## src/rtl/huffman_bit_packer_macros.svh

```systemverilog
// Assertion macros shared by the bit packer RTL.
// Uses the module's clock and reset signals by name; no other dependencies.
`ifndef HUFFMAN_BIT_PACKER_MACROS_SVH
`define HUFFMAN_BIT_PACKER_MACROS_SVH

// Same-cycle implication, disabled while reset is high.
`define HBP_ASSERT_NOW(lbl, pre, post, msg) \
   lbl: assert property (@(posedge clock) disable iff (reset) (pre) |-> (post)) \
      else $error(msg);

// Next-cycle implication, disabled while reset is high.
`define HBP_ASSERT_NEXT(lbl, pre, post, msg) \
   lbl: assert property (@(posedge clock) disable iff (reset) (pre) |=> (post)) \
      else $error(msg);

`endif

```

## src/rtl/hbp_pkg.sv

```systemverilog
// Shared constants, opcodes and types of the Huffman bit packer.
// No dependencies; hbp_emit and huffman_bit_packer import this package.
package hbp_pkg;

   // Table geometry.
   localparam int MAX_CODE_BITS = 32;
   localparam int TABLE_DEPTH   = 256;
   localparam int SYM_W         = 8;
   localparam int WORD_W        = 32;
   localparam int LEN_W         = 6;
   localparam int ENTRY_W       = WORD_W + LEN_W;

   // Accumulator geometry.
   localparam int BYTE_W    = 8;
   localparam int PEND_W    = BYTE_W - 1;
   localparam int PCNT_W    = 3;
   localparam int ACC_W     = MAX_CODE_BITS + PEND_W;
   localparam int TOTAL_W   = $clog2(ACC_W + 1);
   localparam int BYTES_MAX = (MAX_CODE_BITS + PEND_W) / BYTE_W;
   localparam int OUT_W     = BYTES_MAX * BYTE_W;
   localparam int REM_W     = $clog2(BYTES_MAX + 1);
   localparam int IDX_W     = (BYTES_MAX > 1) ? $clog2(BYTES_MAX) : 1;

   // Opcodes of the request word.
   localparam logic [1:0] OP_LOAD   = 2'd0;
   localparam logic [1:0] OP_ENCODE = 2'd1;
   localparam logic [1:0] OP_FLUSH  = 2'd2;

   // Hand-off from the lookup stage to the output register.
   typedef struct packed {
      logic              valid;
      logic [OUT_W-1:0]  data;
      logic [REM_W-1:0]  count;
      logic              pad;
   } emit_load_type;

endpackage

```

## src/rtl/hbp_rsp_if.sv

```systemverilog
// Response channel: valid/ready handshake carrying one packed output word.
// Depends on nothing but the fixed field widths.
interface hbp_rsp_if;
   logic       valid;
   logic       ready;
   logic [7:0] out_byte;
   logic       last_of_run;
   logic       padded;

   modport source (output valid, output out_byte, output last_of_run,
                   output padded, input ready);
   modport sink   (input valid, input out_byte, input last_of_run,
                   input padded, output ready);
endinterface

```

## src/rtl/hbp_emit.sv

```systemverilog
// Output register of the bit packer: holds up to BYTES_MAX bytes of one item.
// Depends on hbp_pkg, hbp_rsp_if and the assertion macro header.
`include "huffman_bit_packer_macros.svh"

module hbp_emit (
   input  logic                   clock,
   input  logic                   reset,
   input  hbp_pkg::emit_load_type load,
   output logic                   free,
   hbp_rsp_if.source              rsp_chan
);
   import hbp_pkg::*;

   logic [REM_W-1:0] rem_ff, rem_in;
   logic [OUT_W-1:0] data_ff;
   logic             pad_ff;
   logic             take;
   logic [IDX_W-1:0] idx;

   assign take = rsp_chan.valid && rsp_chan.ready;

   // A new item may enter once the last held word leaves this cycle.
   assign free = (rem_ff == '0) || ((rem_ff == REM_W'(1)) && rsp_chan.ready);

   // Remaining word count.
   always_comb begin
      rem_in = rem_ff;
      if (load.valid) begin
         rem_in = load.count;
      end else if (take) begin
         rem_in = rem_ff - REM_W'(1);
      end
   end

   always_ff @(posedge clock) begin
      if (reset) begin
         rem_ff <= '0;
      end else begin
         rem_ff <= rem_in;
      end
   end

   // Payload captured with each new item.
   always_ff @(posedge clock) begin
      if (load.valid) begin
         data_ff <= load.data;
         pad_ff  <= load.pad;
      end
   end

   // Highest remaining byte goes out first.
   assign idx                  = IDX_W'(rem_ff - REM_W'(1));
   assign rsp_chan.valid       = (rem_ff != '0);
   assign rsp_chan.out_byte    = data_ff[idx*BYTE_W +: BYTE_W];
   assign rsp_chan.last_of_run = (rem_ff == REM_W'(1));
   assign rsp_chan.padded      = pad_ff;

   `HBP_ASSERT_NOW(a_load_when_free, load.valid, free, "emit: load while words still held")
   `HBP_ASSERT_NOW(a_pad_single, rsp_chan.valid && rsp_chan.padded,
                   rem_ff == REM_W'(1), "emit: padded word is not the only word")
   `HBP_ASSERT_NEXT(a_run_continues, take && (rem_ff > REM_W'(1)) && !load.valid,
                    rsp_chan.valid, "emit: run ended early")
endmodule

```

## src/flat_wrapper.sv

```systemverilog
// flat-port wrapper written by rule: the top's interface ports become plain ports
module hbp_emit_flat import hbp_pkg::*;
  (clock, reset, load, free, rsp_chan_valid, rsp_chan_out_byte, rsp_chan_last_of_run, rsp_chan_padded, rsp_chan_ready);
  hbp_rsp_if rsp_chan_i ();
  input  logic clock;
  input  logic reset;
  input  hbp_pkg::emit_load_type load;
  output logic free;
  output wire logic [$bits(rsp_chan_i.valid)-1:0] rsp_chan_valid;
  output wire logic [$bits(rsp_chan_i.out_byte)-1:0] rsp_chan_out_byte;
  output wire logic [$bits(rsp_chan_i.last_of_run)-1:0] rsp_chan_last_of_run;
  output wire logic [$bits(rsp_chan_i.padded)-1:0] rsp_chan_padded;
  input wire logic [$bits(rsp_chan_i.ready)-1:0] rsp_chan_ready;
  assign rsp_chan_valid = rsp_chan_i.valid;
  assign rsp_chan_out_byte = rsp_chan_i.out_byte;
  assign rsp_chan_last_of_run = rsp_chan_i.last_of_run;
  assign rsp_chan_padded = rsp_chan_i.padded;
  assign rsp_chan_i.ready = rsp_chan_ready;
  hbp_emit u_core (.clock(clock), .reset(reset), .load(load), .free(free), .rsp_chan(rsp_chan_i));
endmodule
```

## config.mk

```make
export PLATFORM = sky130hd
export DESIGN_NAME = hbp_emit_flat
export DESIGN_NICKNAME = d
export VERILOG_FILES = /design/src/rtl/hbp_pkg.sv /design/src/rtl/hbp_rsp_if.sv /design/src/rtl/hbp_emit.sv /design/src/flat_wrapper.sv
export VERILOG_INCLUDE_DIRS = /design/src /design/src/rtl
export SDC_FILE = /design/constraint.sdc
export NUM_CORES = 1
export LEC_CHECK = 0
export ABC_CLOCK_PERIOD_IN_PS = 1800
export BUFFER_PORTS_ARGS = -buffer_cell sky130_fd_sc_hd__buf_2
export CAP_MARGIN = 20
export CORE_ASPECT_RATIO = 1.4
export CORE_MARGIN = 1
export CORE_UTILIZATION = 48
export CTS_CLUSTER_SIZE = 28
export DETAILED_ROUTE_END_ITERATION = 7
export PLACE_DENSITY = 0.81
export RECOVER_POWER = 100
export SETUP_SLACK_MARGIN = 0.5
export SLEW_MARGIN = 20
export SYNTH_ARGS = -nofsm -noshare
export SYNTH_HDL_FRONTEND = slang
export SYNTH_SLANG_ARGS = --single-unit
```

## constraint.sdc

```tcl
create_clock -name clock -period 1.8 [get_ports clock]
set_input_delay 0.18 -clock clock [delete_from_list [all_inputs] [get_ports clock]]
set_output_delay 0.18 -clock clock [all_outputs]
set_load 0.005 [all_outputs]
```

# Yosys cells after proc, flatten, opt, wreduce, memory -nomap -nowiden
# Index checks and enable logic that the tools add are counted.
# totals
reg_bits	36
latchBits	0
ramBits	0
romBits	0
input_bits	40
output_inout_bits	12
word_cells	14
mem_count	0
# op_classes
n_addsub	1
mul	0
div	0
order_cmp	0
n_eq_ne	1
shifts	1
muxes	2
bitwise	0
reduce_logical	6
# ops
cell	n
variable part select 32 x 6 -> 8 bit	1
two-way mux 3 bit	2
equality test 3 x 1 -> 1 bit, second input constant	1
zero test 3 bit	1
nonzero test 3 bit	1
subtractor 3 x 1 -> 3 bit, second input constant	1
logical AND 1 bit	2
nonzero test 2 bit	1
logical OR 1 bit	1

# Depth between registers and ports, before layout
# depth
depth_word	4
depth_mapped	6
ltp_nobuf	5

# Least setup slack after synthesis
# Ideal clock, no wire load.
# synth_timing
path_kind	register to output
start	register u_core.rem_ff[0]
end	output port rsp_chan_out_byte[0]
arrival_ps	1334
t_required_ps	1620
slack_ps	286
path_stages_with_launch	6
n_path_buf	2
path_cell_list	dfxtp_1 buf_6 inv_1 ha_1 buf_2 mux4_2
# synth_via
elab_chain_cells	2
# synth_lines
element	line	rtl
start, declared	hbp_emit.sv:14	logic [REM_W-1:0] rem_ff, rem_in;
start signal, assigned	hbp_emit.sv:39	rem_ff <= rem_in;
subtractor 3 x 1 -> 3 bit	-	
variable part select 32 x 6 -> 8 bit	hbp_emit.sv:54	assign rsp_chan.out_byte = data_ff[idx*BYTE_W +: BYTE_W];
end, declared	flat_wrapper.sv:10	output wire logic [$bits(rsp_chan_i.out_byte)-1:0] rsp_chan_out_byte;
# No other way between the ends.

# Worst setup path after layout
# layout_timing
start	register u_core.rem_ff[0]
end	output port rsp_chan_out_byte[4]
# Same word-level chain as after synthesis.

==> impl_results.md <==
- Outcome: completed
- Met1 usage: 18.7%
- Number of nets in the layout: 176
- Setup TNS: 0 ns
- Setup CP Type: flip-flop to output port
- Max IR drop VDD: between 700 and 800 uV
- Critical Path Max Stage Delay: about 0.36 ns
- Total GRT Usage: ~17%
- Levels on crit path: 5
- Critical path cell sequence: inv_2 > ha_4 > buf_6 > mux4_2 > buf_2
- Die H: ~66 um
- Post-DRT Antenna Nets: 0
- Cell area power density: 969 nW/um^2
- Cts bufs inserted: 5
- CP delay by family, top: flip-flops
- Initial antenna violation count: 0
- Vias in the first global route: between 800 and 900
- Worst skew pair latency: between 0.2 and 0.3 ns
- Final setup viols: 0
- Actual slew at the worst max-slew pin: around 0.82 ns
- Hpwl dp: 1740 um
- Layout cells sized above 1: a little under three fifths
- Post-Syn Area: ~1400 um^2
- Yosys warns: 0
- I/O pin total: 52
- Setup slack after layout: roughly 0.12 ns
- CTS H-tree lvls: 2
- Via density: around 5
- Wire per inst: roughly 14 um
- Leak: 0.000745 uW
- Crit-path max FO: 4
- Die area: ~3200 um^2
- WHS Path Cells: 1
- Max frequency: 0.594 GHz
- Mapped Cells: 68
- Grt met3 use: 7.38%
- Drc violations: 0
- Largest net degree at the start of global routing: 17
- Hold Vio Cnt, Final: 0
- N_diodes: 0
- Clock Tree Root: clkbuf_8
- Clk buf depth: 2
- Final period utilization: between 90% and 100%
- Overflow after GRT: 0
- First-pass GRT wire length: about 3600 um
- Global routing usage on met2: 27.2%
- Initial Util: between 40% and 50%
- Max-cap violations: 0
- Total wire length: approximately 2400 um
- Final std cells w/o fill: roughly 170
- Buf/Inv on CP: 3
- Layout area overhead: 31.6%
- Via count: 850
- Worst Reg2Reg Path Length in Cells: 5
- TritonCTS clock tree: yes
- First-pass detailed-route iteration total: 4
- Hold Crit Class: primary input to flip-flop
- Arr. time, crit path: 1.50 ns
- Port bufs: 51
- Max Slew Vio Count: 0
- DRT iter0 DRCs: 18
- CP Capture Type: output port
- Yosys reg bits: 36
- Slew HR: 45.1%
- GRT busiest layer: met2
- Post-Place Cells: about 160
- Syn_nets: around 110
- Worst path slowest cell: dfxtp_4
- Register area share after synthesis: about three quarters
- Fillers: 215
- Skew final: around 0.00019 ns
- Post-layout minimum cycle time: 1.68 ns
- Required time at the worst-slack endpoint: 1.62 ns
- Die width: 48.0 um
- Clk slew on worst S/H paths: approximately 0.070 ns
- RSZ-0062 raised after global routing: yes
- Post-synth cell types: 21
- Routability Congestion: 0.619
- Syn Area/Cell: ~21 um^2
- Worst slack, placed: about 0.3 ns
- Placeable core area: 2850 um^2
- Crit start category: flip-flop
- CTS Sinks: 36
- Row count: 23
[metrics by stage]
stage                     utilization [%]  instance area, um^2  total power (uW)  hold slack, ns
after floorplan                         -                 1450              1160           0.250
after global placement               61.4                 1750              1280           0.356
after detailed placement             61.4                 1750              1290           0.358
after CTS                            66.4                 1890              1840          0.0607
after global routing                 65.8                 1870              1900          0.0553
final                                65.8                 1870              1820          0.0707
[logic make-up after synthesis]
logic type      count (synthesis)  share of synthesized area (%)
mux                             8                           12.9
flops                          36                           73.8
compound gates                  7                           4.66
fa+ha+maj                       3                           2.64
buf+inv                         5                           1.93
simple gates                    9                           4.04
[final cells by class]
class | count | area [um^2] | area share, %
Tap cell | 37 | 46.3 | 2.47
Clock buffer | 5 | 68.8 | 3.67
Sequential cell | 36 | 1060 | 56.3
Timing Repair Buffer | 60 | 320 | 17.1
Multi-Input combinational cell | 27 | 358 | 19.1
Inverter | 3 | 11.3 | 0.601
Clock inverter | 3 | 13.8 | 0.734
[synth_stat cells]
cell type / n / share of area, %
and4b_2: 1 / 0.79
nor2b_1: 2 / 0.88
a21oi_1: 1 / 0.35
edfxtp_1: 33 / 70
o22ai_2: 1 / 0.88
mux4_2: 7 / 11
buf_6: 1 / 0.79
a211oi_1: 1 / 0.53
dfxtp_1: 3 / 4.2
nand2b_4: 1 / 0.97
nand2_1: 3 / 0.79
a21boi_0: 1 / 0.53
buf_2: 1 / 0.35
nor2_1: 1 / 0.26
inv_1: 3 / 0.79
a2111oi_2: 1 / 1.1
nor3_1: 1 / 0.35
a311oi_1: 1 / 0.62
mux4_1: 1 / 1.8
a311o_1: 1 / 0.70
ha_1: 3 / 2.6
[power breakdown]
part           switching, uW  leakage [uW]  internal, uW
sequential              20.1      0.000349           987
combinational            118      0.000351           171
clock                    259     0.0000453           262
[worst reg2reg max path: cells and delay by family (launching register included)]
kind            cells  cell delay (ns)
fa+ha+maj           1             0.15
buf+inv             1             0.08
compound gates      1             0.31
simple gates        2             0.29
flops               1             0.36
[repair_timing]
action | CTS | global route
resized for setup | 9 | 3
setup endpoints to repair | 11 | 11
pin swaps | 1 | 1
setup buffers | 6 | 0
hold buffers | 0 | 0
[layer usage]
| metal | share of wire (%) | vias to the layer above |
|---|---|---|
| met1 | 36 | 405 |
| met2 | 56 | 31 |
| met5 | 0 | - |
| met3 | 5.2 | 7 |
| met4 | 2.1 | 0 |
| li1 | - | 407 |
[flip-flops by register name, indices dropped and copies added, names as in the netlist]
register	flops
u_core.rsp_chan.padded	1
u_core.data_ff	32
u_core.rem_ff	3
[worst paths after layout]
kind                                             end  slack (ns)        startpoint
worst max-delay path            rsp_chan_out_byte[4]        0.12  u_core.rem_ff[0]
worst min-delay path               u_core.data_ff[3]        0.07           load[7]
worst max register to register      u_core.rem_ff[0]        0.47  u_core.rem_ff[0]
worst min register to register      u_core.rem_ff[1]        0.53  u_core.rem_ff[1]
[cells in the final DEF (no fill, tap or decap), types with 2 or more instances in the layout]
cell type and instances:
mux4_2 7, nand2_1 3, inv_2 2, buf_6 3
buf_4 4, clkbuf_1 7, clkbuf_8 5, nor2b_1 2
ha_1 2, edfxtp_1 33, clkinv_2 2, buf_2 46
Power figures use the tool's default switching activity.
